<file path="config.mk">
export PLATFORM = sky130hd
export DESIGN_NAME = frame_gated_pointer_tracker_unit
export DESIGN_NICKNAME = d
export VERILOG_FILES = /design/src/rtl/fgpt_pkg.sv /design/src/rtl/frame_gated_pointer_tracker_unit.sv
export VERILOG_INCLUDE_DIRS = /design/src /design/src/rtl
export SDC_FILE = /design/constraint.sdc
export NUM_CORES = 1
export LEC_CHECK = 0
export BUFFER_PORTS_ARGS = -buffer_cell sky130_fd_sc_hd__buf_2
export CAP_MARGIN = 5
export CORE_ASPECT_RATIO = 0.7
export CORE_MARGIN = 3
export CORE_UTILIZATION = 43
export CTS_BUF_LIST = sky130_fd_sc_hd__clkbuf_16
export DETAILED_ROUTE_END_ITERATION = 7
export GPL_TIMING_DRIVEN = 0
export PLACE_DENSITY = 0.59
export SYNTH_ARGS = -nofsm -noshare
export SYNTH_HDL_FRONTEND = slang
export SYNTH_SLANG_ARGS = --single-unit
export TNS_END_PERCENT = 20
</file>
<file path="constraint.sdc">
create_clock -name i_clk -period 20 [get_ports i_clk]
set_clock_uncertainty 0.1 [all_clocks]
set_input_delay 6 -clock i_clk [delete_from_list [all_inputs] [get_ports i_clk]]
set_output_delay 6 -clock i_clk [all_outputs]
set_load 0.005 [all_outputs]
</file>
<file path="src/rtl/frame_gated_pointer_tracker_unit_assert.svh">
// ----------------------------------------------------------------------------
// Assertion macros for the frame gated pointer tracker.
// Clocked on i_clk and disabled while i_rst_n is low.
// ----------------------------------------------------------------------------
`ifndef FRAME_GATED_POINTER_TRACKER_UNIT_ASSERT_SVH
`define FRAME_GATED_POINTER_TRACKER_UNIT_ASSERT_SVH

// A condition that must hold at every clock edge.
`define FGPT_ASSERT_ALWAYS(lbl, cond, msg) \
    lbl: assert property (@(posedge i_clk) disable iff (!i_rst_n) (cond)) \
        else $error(msg);

// A consequence that must hold in the cycle after its antecedent.
`define FGPT_ASSERT_NEXT(lbl, ante, cons, msg) \
    lbl: assert property (@(posedge i_clk) disable iff (!i_rst_n) (ante) |=> (cons)) \
        else $error(msg);

`endif

</file>
<file path="src/rtl/fgpt_pkg.sv">
// ----------------------------------------------------------------------------
// fgpt_pkg
// Constants, register indexes and the axis clamp helper of the pointer tracker.
// ----------------------------------------------------------------------------
package fgpt_pkg;

    localparam int unsigned InDataW  = 48;
    localparam int unsigned OutDataW = 112;
    localparam int unsigned CfgAddrW = 3;
    localparam int unsigned CfgDataW = 9;

    localparam logic [7:0] LatchClearLine = 8'd180;
    localparam logic [7:0] SettleOpenLine = 8'd200;

    // Reset values of the configuration registers.
    localparam logic [8:0] XLowerReset  = 9'd0;
    localparam logic [8:0] XUpperReset  = 9'd319;
    localparam logic [7:0] YLowerReset  = 8'd0;
    localparam logic [7:0] YUpperReset  = 8'd199;
    localparam logic [8:0] XStartReset  = 9'd160;
    localparam logic [7:0] YStartReset  = 8'd100;
    localparam logic [1:0] WarmupReset  = 2'd2;
    localparam logic [7:0] SettleReset  = 8'd26;

    typedef enum logic [CfgAddrW-1:0] {
        CFG_X_LOWER  = 3'd0,
        CFG_X_UPPER  = 3'd1,
        CFG_Y_LOWER  = 3'd2,
        CFG_Y_UPPER  = 3'd3,
        CFG_X_START  = 3'd4,
        CFG_Y_START  = 3'd5,
        CFG_WARMUP   = 3'd6,
        CFG_SETTLE   = 3'd7
    } t_cfg_idx;

    // Moves a position by a signed delta, clamping against the bounds.
    // Positions and bounds arrive zero extended to ten bits.
    function automatic logic [9:0] move_axis(input logic [9:0] pos,
                                             input logic signed [7:0] delta,
                                             input logic [9:0] lo,
                                             input logic [9:0] hi);
        logic signed [11:0] p;
        logic signed [11:0] l;
        logic signed [11:0] h;
        logic signed [11:0] d;
        logic signed [11:0] r;
        p = signed'({2'b00, pos});
        l = signed'({2'b00, lo});
        h = signed'({2'b00, hi});
        d = signed'({{4{delta[7]}}, delta});
        if (delta[7]) begin
            r = (p < l - d) ? l : p + d;
        end else begin
            r = (p > h - d) ? h : p + d;
        end
        return r[9:0];
    endfunction

endpackage

</file>
<file path="src/rtl/frame_gated_pointer_tracker_unit.sv">
// ----------------------------------------------------------------------------
// frame_gated_pointer_tracker_unit
// An accepted poll's result beat is registered and valid in the next cycle.
// Throughput: one poll per cycle; the state update and clamp sit between the
// state registers and the output register. While the sink stalls, a full
// output register holds the poll input off.
// Reset (synchronous, active low) loads the register defaults and the start
// position and clears the latch, the settle window and the counters.
// ----------------------------------------------------------------------------
module frame_gated_pointer_tracker_unit (
    input  logic                              i_clk,
    input  logic                              i_rst_n,
    // Configuration write port.
    input  logic                              i_cfg_we,
    input  logic [fgpt_pkg::CfgAddrW-1:0]     i_cfg_addr,
    input  logic [fgpt_pkg::CfgDataW-1:0]     i_cfg_wdata,
    // Poll input.
    input  logic                              s_axis_tvalid,
    output logic                              s_axis_tready,
    // raster_line, ms_dx, ms_dy, ms_btn, joy_dx, joy_dy,
    // joy_buttons, zero fill
    input  logic [fgpt_pkg::InDataW-1:0]      s_axis_tdata,
    // Result output.
    output logic                              m_axis_tvalid,
    input  logic                              m_axis_tready,
    // pos_x, pos_y, button_bits, sampled, settling, source_bits, sum_dx,
    // sum_dy, sample_total, move_total, mouse_total, joy_total, zero fill
    output logic [fgpt_pkg::OutDataW-1:0]     m_axis_tdata
);

    // Configuration registers.
    logic [8:0]  r_x_lo, r_x_hi;
    logic [7:0]  r_y_lo, r_y_hi;
    logic [7:0]  r_settle_lines;

    // Tracker state.
    logic [8:0]  r_x, n_x;
    logic [7:0]  r_y, n_y;
    logic [3:0]  r_buttons, n_buttons;
    logic        r_latched, n_latched;
    logic        r_settle, n_settle;
    logic [7:0]  r_settle_start, n_settle_start;
    logic [1:0]  r_warm_left, n_warm_left;
    logic [1:0]  r_sources, n_sources;
    logic [7:0]  r_dx, n_dx;
    logic [7:0]  r_dy, n_dy;
    logic [15:0] r_evt [4];
    logic [15:0] n_evt [4];

    logic                              r_out_valid;
    logic [fgpt_pkg::OutDataW-1:0]     r_out_data;

    logic        s_fire;
    logic        take;
    logic [7:0]  line;
    logic [7:0]  mdx, mdy, jdx, jdy;
    logic [1:0]  mb, jb;
    logic        warm;
    logic        lat_eff;
    logic        win_open;
    logic [7:0]  line_gap;
    logic [9:0]  x_moved, y_moved;

    assign s_axis_tready = !r_out_valid || m_axis_tready;
    assign s_fire        = s_axis_tvalid && s_axis_tready;
    assign m_axis_tvalid = r_out_valid;
    assign m_axis_tdata  = r_out_data;

    assign line = s_axis_tdata[7:0];

    always_comb begin
        lat_eff  = r_latched && !(line < fgpt_pkg::LatchClearLine && !r_settle);
        win_open = !lat_eff && !r_settle && (line >= fgpt_pkg::SettleOpenLine);
        line_gap = line - r_settle_start;
        take     = !lat_eff && r_settle && (line_gap >= r_settle_lines);
        warm     = (r_warm_left != 2'd0);

        // During warmup the whole sample counts as zero motion and no buttons.
        mdx = warm ? 8'd0 : s_axis_tdata[15:8];
        mdy = warm ? 8'd0 : s_axis_tdata[23:16];
        mb  = warm ? 2'd0 : s_axis_tdata[25:24];
        jdx = warm ? 8'd0 : s_axis_tdata[33:26];
        jdy = warm ? 8'd0 : s_axis_tdata[41:34];
        jb  = warm ? 2'd0 : s_axis_tdata[43:42];

        n_x            = r_x;
        n_y            = r_y;
        n_buttons      = r_buttons;
        n_latched      = lat_eff;
        n_settle       = r_settle || win_open;
        n_settle_start = win_open ? line : r_settle_start;
        n_warm_left    = r_warm_left;
        n_sources      = r_sources;
        n_dx           = r_dx;
        n_dy           = r_dy;
        for (int k = 0; k < 4; k++) begin
            n_evt[k] = r_evt[k];
        end

        x_moved = fgpt_pkg::move_axis({1'b0, r_x}, signed'(mdx + jdx),
                                      {1'b0, r_x_lo}, {1'b0, r_x_hi});
        y_moved = fgpt_pkg::move_axis({2'b00, r_y}, signed'(mdy + jdy),
                                      {2'b00, r_y_lo}, {2'b00, r_y_hi});

        if (take) begin
            n_dx      = mdx + jdx;
            n_dy      = mdy + jdy;
            n_sources = {(jdx != 8'd0) || (jdy != 8'd0) || (jb != 2'd0),
                         (mdx != 8'd0) || (mdy != 8'd0) || (mb != 2'd0)};
            if (warm) begin
                n_warm_left = r_warm_left - 2'd1;
            end
            // A nonzero sum moves both axes, so an axis above its upper bound clamps too.
            if (n_dx != 8'd0 || n_dy != 8'd0) begin
                n_x      = x_moved[8:0];
                n_y      = y_moved[7:0];
                n_evt[1] = r_evt[1] + 16'd1;
            end
            if (n_sources[0]) begin
                n_evt[2] = r_evt[2] + 16'd1;
            end
            if (n_sources[1]) begin
                n_evt[3] = r_evt[3] + 16'd1;
            end
            n_evt[0]  = r_evt[0] + 16'd1;
            n_buttons = {jb, mb};
            n_settle  = 1'b0;
            n_latched = 1'b1;
        end
    end

    always_ff @(posedge i_clk) begin
        if (!i_rst_n) begin
            r_x_lo         <= fgpt_pkg::XLowerReset;
            r_x_hi         <= fgpt_pkg::XUpperReset;
            r_y_lo         <= fgpt_pkg::YLowerReset;
            r_y_hi         <= fgpt_pkg::YUpperReset;
            r_settle_lines <= fgpt_pkg::SettleReset;
            r_x            <= fgpt_pkg::XStartReset;
            r_y            <= fgpt_pkg::YStartReset;
            r_buttons      <= 4'd0;
            r_latched      <= 1'b0;
            r_settle       <= 1'b0;
            r_settle_start <= 8'd0;
            r_warm_left    <= fgpt_pkg::WarmupReset;
            r_sources      <= 2'd0;
            r_dx           <= 8'd0;
            r_dy           <= 8'd0;
            for (int k = 0; k < 4; k++) begin
                r_evt[k] <= 16'd0;
            end
            r_out_valid    <= 1'b0;
        end else begin
            if (s_fire) begin
                r_x            <= n_x;
                r_y            <= n_y;
                r_buttons      <= n_buttons;
                r_latched      <= n_latched;
                r_settle       <= n_settle;
                r_settle_start <= n_settle_start;
                r_warm_left    <= n_warm_left;
                r_sources      <= n_sources;
                r_dx           <= n_dx;
                r_dy           <= n_dy;
                for (int k = 0; k < 4; k++) begin
                    r_evt[k] <= n_evt[k];
                end
                r_out_valid    <= 1'b1;
            end else if (m_axis_tready) begin
                r_out_valid    <= 1'b0;
            end
            // A start register write loads the live position or warmup count;
            // the start values themselves only matter at reset.
            if (i_cfg_we) begin
                unique case (fgpt_pkg::t_cfg_idx'(i_cfg_addr))
                    fgpt_pkg::CFG_X_LOWER: r_x_lo <= i_cfg_wdata;
                    fgpt_pkg::CFG_X_UPPER: r_x_hi <= i_cfg_wdata;
                    fgpt_pkg::CFG_Y_LOWER: r_y_lo <= i_cfg_wdata[7:0];
                    fgpt_pkg::CFG_Y_UPPER: r_y_hi <= i_cfg_wdata[7:0];
                    fgpt_pkg::CFG_X_START: r_x <= i_cfg_wdata;
                    fgpt_pkg::CFG_Y_START: r_y <= i_cfg_wdata[7:0];
                    fgpt_pkg::CFG_WARMUP: r_warm_left <= i_cfg_wdata[1:0];
                    fgpt_pkg::CFG_SETTLE: r_settle_lines <= i_cfg_wdata[7:0];
                    default: ;
                endcase
            end
        end
    end

    // The result beat carries the state as it stands after this poll.
    always_ff @(posedge i_clk) begin
        if (s_fire) begin
            r_out_data <= {7'd0, n_evt[3], n_evt[2], n_evt[1], n_evt[0],
                           n_dy, n_dx, n_sources, n_settle, take,
                           n_buttons, n_y, n_x};
        end
    end

`include "frame_gated_pointer_tracker_unit_assert.svh"

    `FGPT_ASSERT_ALWAYS(a_latch_settle_excl, !(r_latched && r_settle),
        "settle window open while the frame latch is set")
    `FGPT_ASSERT_NEXT(a_sample_count, s_fire && take,
        r_evt[0] == $past(r_evt[0]) + 16'd1,
        "sample counter did not advance on a sample")
    `FGPT_ASSERT_NEXT(a_pos_hold, s_fire && !take && !i_cfg_we,
        $stable(r_x) && $stable(r_y),
        "position changed on a poll without a sample")
    `FGPT_ASSERT_NEXT(a_sample_latches, s_fire && take && !i_cfg_we,
        r_latched && !r_settle,
        "sample did not set the latch and close the settle window")

endmodule

</file>
Word-level counts from Yosys, hierarchy flattened
Memories as Yosys holds them, arrays and structs flattened. Cells that the tools add are included.

Add/subtract/negate cells: 14. Order comparisons: 7. Eq/ne operators: 7. Multiplexer cells: 47. Bitwise logic cells: 4. Reductions and logical operators: 35.

Operators by type and width (count): 2-to-1 mux 16 bit (7); 2-to-1 mux 8 bit (14); 2-to-1 mux 9 bit (8); adder 16 x 1 -> 16 bit (second input constant) (4); 2-to-1 mux 64 bit (1); nonzero test 8 bit (6); adder 8 bit (3); subtractor 10 x 8 -> 11 bit (2); subtractor 9 x 8 -> 10 bit (2); 2-to-1 mux 2 bit (8); == test 3 bit (second input constant) (4); AND reduction 2 bit (6); greater-than comparator 10 x 11 -> 1 bit (1); less-than comparator 10 x 11 -> 1 bit (1); greater-than comparator 9 x 10 -> 1 bit (1); less-than comparator 9 x 10 -> 1 bit (1); adder 9 x 8 -> 9 bit (1); greater-or-equal comparator 8 bit (1); greater-or-equal comparator 8 bit (second input constant) (1); less-than comparator 8 bit (second input constant) (1); 2-to-1 mux 1 bit (8); nonzero test 2 bit (4); subtractor 8 bit (1); logical AND 1 bit (7); 8 further kinds (21).

Bits in registers: 199. Memory bits (writable): 64. Output and inout bits: 114. Logic and storage cells: 132. Memories: 1.

Memory list: r_evt (depth 4, bits a word 16, rd ports 4, clocked after Yosys merged registers in 0, wr ports 4, RTL line frame_gated_pointer_tracker_unit.sv:47) `logic [15:0] r_evt [4];`.

Longest topological paths before layout
Gate-level depths: netlist of run 1.

Word-level depth: 12. Gate-level depth with buffers: 30. Mapped depth without buffers: 27.

Worst setup path before layout of run 1
Ideal clock, no wire load.

Path kind: input -> output. Start: input port m_axis_tready. End: output port s_axis_tready. Data arrival time: 6157 ps. Data required time: 13900 ps. Slack: 7743 ps. Cell stages on the path: 1. Path buffers: 0. Path through: nand2b_1.

Longest elaborated chain between the ends: 1.

RTL lines: start, declared (RTL line frame_gated_pointer_tracker_unit.sv:25) `input logic m_axis_tready,`; logical OR 1 bit (RTL line frame_gated_pointer_tracker_unit.sv:64) `assign s_axis_tready = !r_out_valid || m_axis_tready;`; end, declared (RTL line frame_gated_pointer_tracker_unit.sv:19) `output logic s_axis_tready,`.

No other way between the ends.

Worst setup path in the final report of run 1
Same ends and word-level chain as after synthesis.

==> impl_metrics.py, run 1 <==
metrics = {
    "power_and_ir_drop": {
        "p_comb_share_pct": 20.8,
        "peakVddDrop_uv": 59.8,
        "p_leak_nw": 7.32,
        "powerDensity_nw_per_um2": 80.9,
        "pwr-share-seq_pct": 43.6,
        "p_sw_uw": 419,
        "pwr-share-clk_pct": 35.6,
        "swShare_pct": 28.9,
        "p_int_mw": 1.03,
    },
    "critical_path": {
        "startpoint_type": "input pin",
        "crit_arrival_ns": 6.39,
        "cpPeakStageDelay_ns": 0.16,
        "cp_data_required_time_ns": 13.90,
        "path_common_cell": "buf_2",
        "crit_chain": "buf_2 > nand2b_1 > buf_2",
        "critPathBufInv": 2,
        "crit_type": "input pin to output pin",
        "path_delay_family": "buffers and inverters",
        "cp_max_fo": 3,
        "critPathSlowestCell": "nand2b_1",
        "endpoint_kind": "output pin",
    },
    "floorplan": {
        "io_pins": 179,
        "die-area_um2": 38500,
        "fp.dieW_um": 233,
        "core-area_um2": 35200,
        "initial_utilization_pct": 44.2,
        "die_y_um": 165,
        "fp-row-count": 57,
    },
    "synth": {
        "synth_area_leaders": "edfxtp_1 33%, dfxtp_1 12%, ha_1 8.2%, nand2_1 5.3%, xnor2_1 3.8%",
        "synth_top_area_share_pct": 32.7,
        "synth_cell_types": 90,
        "synth_edf_count": 169,
        "yosys.cell_count.top_type": "nand2_1",
        "seq_area_frac_synth_pct": 44.8,
        "synth_ff_type": "edfxtp_1",
        "synthArstFlopShare_pct": 0,
        "synth_cells": 1582,
        "ys_seq_elements": 263,
        "syn_area_um2": 15500,
        "yosys_warnings": 0,
        "syn_area_per_cell_um2": 9.82,
        "synth_top_area_cell": "edfxtp_1",
        "synth_commonest_cells": "221 x nand2_1, 169 x edfxtp_1, 102 x ha_1",
    },
    "cts": {
        "cts_buffer_depth": 3,
        "path_clk_slew_ns": 0.06,
        "post-cts-setup-buffers": 0,
        "cts_sinks": 263,
        "clock_latency_ns": 0.55,
        "cts-root-buf": "clkbuf_16",
        "cts_made_buffers": 27,
        "tritoncts": "done",
        "htreeDepth": 1,
        "ctsHoldBuffers": 0,
        "post_cts_resize_count": 0,
    },
    "finish": {
        "multi_input_area_um2": 8020,
        "nets": 1959,
        "seq_area_um2": 6960,
        "diodes": 0,
        "fin_util_pct": 51.0,
        "area_growth_pct": 15.3,
        "drive_above_1_share_pct": 14.2,
        "nFillCells": 3253,
    },
    "route": {
        "routed-wl-met2_um": 19000,
        "drc_errors": 0,
        "wl_per_cell_um": 20.7,
        "drt_iter0_markers": 1314,
        "vias": 12700,
        "routed_wl_um": 47100,
        "avgViaCountPerCell": 5.58,
        "wl_met1_um": 22600,
        "wl_met3_um": 4230,
        "dr.pass1.iters": 5,
        "final_antenna_net_count": 0,
        "highest_layer": "met4",
    },
    "timing": {
        "min_period_ns": 12.49,
        "period_share_pct": 62.4,
        "max_slew_margin_pct": 17.6,
        "rsz0062_at_grt": "no",
        "hold_viol_final": 0,
        "finalSetupTns_ns": 0,
        "worst_pin_slew_ns": 1.23,
        "slew_viol_final": 0,
        "fmax_mhz": 80.1,
        "setup_violations": 0,
        "hold_slack_ns": 0.357,
    },
    "min_path": {
        "hold_path_class": "flop to flop",
    },
    "placement": {
        "dp_hpwl_um": 36400,
        "numPortBuffers": 162,
        "gp_congestion": 0.946,
    },
    "global_routing": {
        "grt_pass1_vias": 11800,
        "grt_max_degree": 65,
        "antenna_found_initial": 0,
        "grt_use_total_pct": 24.2,
        "grt-ovfl-total": 0,
        "grt_pass1_wl_um": 70400,
    },
    "job": {
        "maxCapViolations": 0,
    },
    "run_status": {
        "status": "finished, final reports clean",
    },
}
==> power groups by stage <==
| stage | clock network, mW | registers (mW) | logic [mW] |
|---|---|---|---|
| 2_1_floorplan | 0 | 0.641 | 0.200 |
| 3_3_place_gp | 0 | 0.646 | 0.289 |
| 3_5_place_dp | 0 | 0.643 | 0.296 |
| 4_1_cts | 0.526 | 0.632 | 0.298 |
| 5_1_grt | 0.548 | 0.635 | 0.332 |
| 6_report | 0.517 | 0.632 | 0.301 |
==> metrics by stage <==
step	area [µm²]	power (mW)	worst slack (ns)	cells
floorplan	15600	0.841	7.74	1588
global placement	17000	0.935	7.18	2222
detailed placement	17000	0.939	7.51	2225
CTS	17900	1.46	7.51	2274
global route	17900	1.51	7.48	2275
finish	17900	1.45	7.51	2275
==> cells in the final DEF (no fill, tap or decap), drive strengths merged, types with 9 or more instances in the layout <==
cell type and instances:
clkinv 11, xnor2 70, nand4 22, fa 9
a21oi 87, a21o 25, nor2b 76, and2 34
ha 102, nor3b 10, a21boi 9, buf 185
mux2i 12, and3 23, edfxtp 169, o21a 17
clkbuf 73, xor2 54, dfxtp 94, nor2 60
nand2b 17, nor4 18, nor3 28, nand3 45
inv 88, mux2 14, o211ai 35, nand2 221
o21ai 69
==> worst reg2reg max path: cells and delay by family, from the launching register on <==
family          cells  cell delay, ns
compound gates     10            1.91
fa+ha+maj           6            1.93
simple gates        5            1.25
flops               1            0.33
mux                 2            0.53
xor+xnor            2            0.63
buf+inv             5            1.25
==> layout make-up <==
type | count | area share [%]
Sequential cell | 263 | 38.8
Inverter | 82 | 1.72
Clock inverter | 22 | 1.16
Buffer | 65 | 1.58
Multi-Input combinational cell | 1178 | 44.8
Tap cell | 472 | 3.29
Timing Repair Buffer | 166 | 4.90
Clock buffer | 27 | 3.77
==> routing by layer <==
layer | GRT usage (%) | up-vias
li1 | - | 6061
met1 | 36.9 | 6047
met2 | 34.5 | 496
met3 | 5.08 | 81
met4 | 6.35 | 0
met5 | 0 | -
==> sequential cells by signal, indices dropped and copies added, names as in the netlist, 9 cells and up <==
| signal | cells |
|---|---|
| r_x | 9 |
| r_x_hi | 9 |
| r_x_lo | 9 |
| m_axis_tdata | 105 |
| r_evt | 64 |
==> final timing paths <==
check | startpoint | to | slack, ns | cells past startpoint
max | m_axis_tready | s_axis_tready | 7.51 | 3
min | r_buttons[3]$_SDFFE_PN0P_ | r_buttons[3]$_SDFFE_PN0P_ | 0.36 | 2
max reg2reg | r_warm_left[1]$_SDFF_PN1_ | m_axis_tdata[1]$_DFFE_PP_ | 11.77 | 30
min reg2reg | r_buttons[3]$_SDFFE_PN0P_ | r_buttons[3]$_SDFFE_PN0P_ | 0.36 | 2
==> cells by family after synthesis <==
logic type,count (synthesis),share of synthesized area (%)
AOI/OAI and AO/OA,321,13.8
xor gates and xnor gates,124,7.16
adders and majority gates,119,9.91
buffers and inverters,147,3.80
DFF,263,44.8
muxes,26,1.84
other,1,0.0241
and+or+nand+nor,581,18.7
Power figures use the tool's default switching activity.
==> run 2: changes to the inputs <==
- ABC_AREA: default -> 1
- PLACE_DENSITY: 0.59 -> 0.61
- clock period: 20 -> 11 ns (I/O delays scaled with it)
==> impl_metrics.py, run 2 <==
metrics = {
    "synth": {
        "yosys-mux-area-fraction_pct": 0.407,
        "seq_area_frac_synth_pct": 41.9,
        "synth_top_area_share_pct": 30.5,
        "synth_fa_ha_area_share_pct": 8.76,
        "synth-simple-area-share_pct": 24.1,
        "synth_edf_count": 169,
        "yosys.cell_count.top_type": "nand2_1",
        "syn_area_um2": 16600,
        "synth_ff_type": "edfxtp_1",
        "synth_compound_area_share_pct": 11.0,
        "synth_xor_area_share_pct": 4.68,
        "yosys_warnings": 0,
        "synthArstFlopShare_pct": 0,
        "synth_top_family_by_area": "simple AND/OR/NAND/NOR gates",
        "ys_seq_elements": 263,
        "syn_area_per_cell_um2": 7.93,
        "synth_commonest_cells": "412 x nand2_1, 334 x inv_1, 175 x nand3_1",
        "synth_top_area_cell": "edfxtp_1",
        "synth_cell_types": 56,
        "synth_area_leaders": "edfxtp_1 31%, dfxtp_1 11%, nand2_1 9.3%, ha_1 7.7%, inv_1 7.5%",
        "synth_cells": 2097,
    },
    "power_and_ir_drop": {
        "peakVddDrop_uv": 128,
        "swShare_pct": 32.6,
        "finalPower_mw": 2.83,
        "p_sw_uw": 925,
        "pwr-share-clk_pct": 33.8,
        "powerDensity_nw_per_um2": 149,
        "p_comb_share_pct": 24.8,
        "pwr-share-seq_pct": 41.4,
        "p_int_mw": 1.91,
        "p_leak_nw": 9.01,
    },
    "timing": {
        "max_slew_margin_pct": 36.7,
        "slew_viol_final": 0,
        "finalSetupTns_ns": 0,
        "period_share_pct": 76.5,
        "worst_pin_slew_ns": 0.950,
        "min_period_ns": 8.42,
        "fmax_mhz": 119,
        "setup_violations": 0,
        "rsz0062_at_grt": "no",
        "hold_viol_final": 0,
    },
    "floorplan": {
        "core-area_um2": 37600,
        "io_pins": 179,
        "initial_utilization_pct": 44.1,
        "fp.dieW_um": 241,
        "fp-row-count": 59,
        "die_y_um": 170,
        "die-area_um2": 41100,
    },
    "cts": {
        "ctsHoldBuffers": 0,
        "post_cts_resize_count": 0,
        "clock_latency_ns": 0.58,
        "tritoncts": "done",
        "cts_made_buffers": 28,
        "post-cts-setup-buffers": 0,
        "path_clk_slew_ns": 0.06,
        "cts_sinks": 263,
        "htreeDepth": 1,
        "cts_buffer_depth": 3,
        "cts-root-buf": "clkbuf_16",
    },
    "finish": {
        "layout.cells.most_common_list": "412 x nand2_1, 340 x inv_1, 175 x nand3_1",
        "diodes": 0,
        "multi_input_area_um2": 8160,
        "largest_reg_flops": 105,
        "area_growth_pct": 14.8,
        "nFillCells": 3714,
        "final_common_cell": "nand2_1",
        "nets": 2478,
        "seq_area_um2": 6960,
        "drive_above_1_share_pct": 11.7,
    },
    "global_routing": {
        "antenna_found_initial": 0,
        "grt_use_total_pct": 24.5,
        "grt_max_degree": 75,
        "grt_pass1_wl_um": 77600,
        "grt-ovfl-total": 0,
        "grt_pass1_vias": 13600,
    },
    "critical_path": {
        "cpPeakStageDelay_ns": 0.43,
        "cp_max_fo": 9,
        "crit_type": "input pin to flop",
        "timing.rr.start": "r_warm_left[1]$_SDFF_PN1_",
        "critPathBufInv": 6,
        "crit_arrival_ns": 8.64,
        "path_common_cell": "inv_1",
        "critPathSlowestCell": "fa_1",
        "path_delay_family": "simple AND/OR/NAND/NOR gates",
        "crit_start": "s_axis_tdata[34]",
        "cp_data_required_time_ns": 11.22,
        "startpoint_type": "input pin",
        "endpoint_kind": "flop",
    },
    "route": {
        "vias": 14900,
        "final_antenna_net_count": 0,
        "avgViaCountPerCell": 5.30,
        "dr.pass1.iters": 5,
        "wl_per_cell_um": 18.2,
        "drc_errors": 0,
        "routed_wl_um": 51200,
        "drt_iter0_markers": 1342,
    },
    "min_path": {
        "min_from": "r_settle_start[0]$_SDFFE_PN0P_",
        "hold_path_class": "flop to flop",
    },
    "run_status": {
        "status": "finished, final reports clean",
    },
    "job": {
        "maxCapViolations": 0,
    },
    "placement": {
        "numPortBuffers": 167,
        "gp_congestion": 0.987,
        "dp_hpwl_um": 39200,
    },
}
## run 2: changes by cell type after synthesis, moves of 61 or more
| cell | change |
|---|---|
| nor2_1 | +104 |
| a21oi_1 | +61 |
| nor2b_1 | -76 |
| inv_1 | +254 |
| nand2_1 | +191 |
| nand3_1 | +130 |
## run 2: worst min-delay path, cell delays in order (launching register included)
cell	delay (ns)
dfxtp_1	0.31
inv_1	0.05
a21oi_1	0.05
## run 2: cell type report
class	count	share of cell area, %
Multi-Input combinational cell	1447	42.8
Sequential cell	263	36.5
Inverter	338	6.65
Timing Repair Buffer	169	4.67
Clock buffer	28	3.67
Tap cell	488	3.20
Buffer	55	1.39
Clock inverter	24	1.17
## run 2: routing by layer
layer	routed length, µm	track usage [%]	vias up
met2	20000	33.8	556
met4	852	4.41	0
met3	4980	7.01	63
met1	25400	37.9	6900
li1	-	-	7394
met5	0	0	-
## run 2: metrics by stage
| stage | hold slack [ns] | instances | cell area, µm² | utilization, % | setup slack (ns) |
|---|---|---|---|---|---|
| floorplan | 0.327 | 2103 | 16600 | - | 3.69 |
| global placement | 0.336 | 2758 | 18100 | 48.0 | 2.22 |
| detailed placement | 0.350 | 2760 | 18200 | 48.2 | 2.28 |
| CTS | 0.359 | 2812 | 19100 | 50.7 | 2.85 |
| global route | 0.384 | 2812 | 19100 | 50.7 | 2.33 |
| finish | 0.352 | 2812 | 19100 | 50.7 | 2.58 |
## run 2: worst paths after layout
kind	end	slack, ns	cells after the start
setup / recovery	m_axis_tdata[14]$_DFFE_PP_	2.58	28
hold / removal	r_settle_start[0]$_SDFFE_PN0P_	0.35	2
setup reg to reg	m_axis_tdata[14]$_DFFE_PP_	3.85	31
hold reg to reg	r_settle_start[0]$_SDFFE_PN0P_	0.35	2
## run 2: power by group through the flow
| stage | clock network, mW | logic [mW] | registers, mW |
|---|---|---|---|
| 2_1_floorplan | 0 | 0.469 | 1.18 |
| 3_3_place_gp | 0 | 0.675 | 1.20 |
| 3_5_place_dp | 0 | 0.687 | 1.19 |
| 4_1_cts | 0.978 | 0.692 | 1.17 |
| 5_1_grt | 1.01 | 0.785 | 1.18 |
| 6_report | 0.958 | 0.702 | 1.17 |
## run 2: cell families after synthesis
family | Yosys count
flip-flops | 263
other | 1
multiplexers | 6
buffers and inverters | 393
AND/OR/NAND/NOR | 901
adder cells (fa/ha/maj) | 111
AO/OA/AOI/OAI | 337
XOR/XNOR | 85
==> run 3: changes to the inputs <==
- PLACE_DENSITY: 0.61 -> 0.58
- clock period: 11 -> 8.2 ns (I/O delays scaled with it)
==> impl_metrics.py, run 3 (synthesis results as in run 2) <==
metrics = {
    "timing": {
        "max_slew_margin_pct": 36.8,
        "setup_slack_ns": 0.782,
        "min_period_ns": 7.42,
        "setup_violations": 0,
        "worst_pin_slew_ns": 0.948,
        "hold_slack_ns": 0.353,
        "fmax_mhz": 135,
        "slew_viol_final": 0,
        "period_share_pct": 90.5,
        "rsz0062_at_grt": "no",
        "finalSetupTns_ns": 0,
        "hold_viol_final": 0,
    },
    "route": {
        "avgViaCountPerCell": 5.31,
        "drc_errors": 0,
        "drt_iter0_markers": 1226,
        "vias": 14900,
        "routed_wl_um": 51900,
        "final_antenna_net_count": 0,
        "dr.pass1.iters": 5,
        "wl_per_cell_um": 18.5,
    },
    "cts": {
        "post-cts-setup-buffers": 0,
        "tritoncts": "done",
        "ctsHoldBuffers": 0,
        "clock_latency_ns": 0.58,
        "htreeDepth": 1,
        "cts-root-buf": "clkbuf_16",
        "cts_buffer_depth": 3,
        "cts_sinks": 263,
        "post_cts_resize_count": 0,
        "cts_made_buffers": 27,
        "path_clk_slew_ns": 0.07,
    },
    "finish": {
        "area_growth_pct": 15.4,
        "fin_util_pct": 51.0,
        "diodes": 0,
        "drive_above_1_share_pct": 11.8,
        "stdcell_area_um2": 19200,
        "nets": 2477,
        "layout.cells.most_common_list": "412 x nand2_1, 339 x inv_1, 175 x nand3_1",
        "final_common_cell": "nand2_1",
        "largest_reg_flops": 105,
    },
    "critical_path": {
        "critPathBufInv": 6,
        "crit_arrival_ns": 7.63,
        "path_delay_family": "simple AND/OR/NAND/NOR gates",
        "crit_type": "input pin to flop",
        "cp_max_fo": 9,
        "cpPeakStageDelay_ns": 0.42,
        "startpoint_type": "input pin",
        "cp_data_required_time_ns": 8.41,
        "endpoint_kind": "flop",
        "critPathSlowestCell": "fa_1",
    },
    "placement": {
        "place_ws_ns": 0.344,
        "placed_area_um2": 18200,
        "dp_hpwl_um": 40000,
        "gp_congestion": 0.951,
        "numPortBuffers": 167,
    },
    "global_routing": {
        "grt-ovfl-total": 0,
        "grt_pass1_wl_um": 78500,
        "grt_max_degree": 96,
        "grt_use_total_pct": 24.8,
        "grt_pass1_vias": 13900,
        "antenna_found_initial": 0,
    },
    "floorplan": {
        "io_pins": 179,
        "initial_utilization_pct": 44.1,
        "die-area_um2": 41100,
        "fp-row-count": 59,
        "fp.dieW_um": 241,
        "die_y_um": 170,
        "core-area_um2": 37600,
    },
    "job": {
        "maxCapViolations": 0,
    },
    "min_path": {
        "hold_path_class": "flop to flop",
    },
    "run_status": {
        "status": "finished, final reports clean",
    },
    "power_and_ir_drop": {
        "powerDensity_nw_per_um2": 206,
        "p_leak_nw": 9.06,
        "peakVddDrop_uv": 160,
    },
}
## run 3: stage by stage
stage | power (mW) | instances
after global routing | 4.15 | 2810
after floorplan | 2.22 | 2103
after global placement | 2.51 | 2758
after CTS | 3.97 | 2810
after detailed placement | 2.53 | 2760
final | 3.95 | 2810
## run 3: routing by layer
| layer | global-route usage (%) | part of all wire, % |
|---|---|---|
| met5 | 0 | 0 |
| met4 | 5.29 | 1.9 |
| met2 | 33.9 | 38 |
| met3 | 6.03 | 9.5 |
| met1 | 39.1 | 50 |
## run 3: path summary, 6_finish.rpt
check                                       from                              to  slack [ns]  cells past startpoint
setup / recovery                s_axis_tdata[34]      m_axis_tdata[14]$_DFFE_PP_        0.78                     27
hold / removal    r_settle_start[0]$_SDFFE_PN0P_  r_settle_start[0]$_SDFFE_PN0P_        0.35                      2
setup reg to reg       r_warm_left[1]$_SDFF_PN1_      m_axis_tdata[14]$_DFFE_PP_        1.25                     30
hold reg to reg   r_settle_start[0]$_SDFFE_PN0P_  r_settle_start[0]$_SDFFE_PN0P_        0.35                      2
## run 3: cell type report
type	instances	area, µm²
Fill cell	3672	18500
Multi-Input combinational cell	1447	8160
Sequential cell	263	6960
Inverter	338	1270
Timing Repair Buffer	169	891
Clock buffer	28	701
Tap cell	488	611
Clock inverter	22	328
Buffer	55	265
## run 3: worst register-to-register path, delay by kind of cell, from the launching register on
kind                     cells  cell delay (ns)
adder cells (fa/ha/maj)      4             1.38
AO/OA/AOI/OAI                2             0.57
flip-flops                   1             0.34
AND/OR/NAND/NOR             14             2.45
XOR/XNOR                     2             0.62
buffers and inverters        8             1.24
## run 3: power by group
part	internal (mW)	switching (mW)
clock	0.876	0.558
combinational	0.327	0.617
sequential	1.51	0.0628
total	2.72	1.24
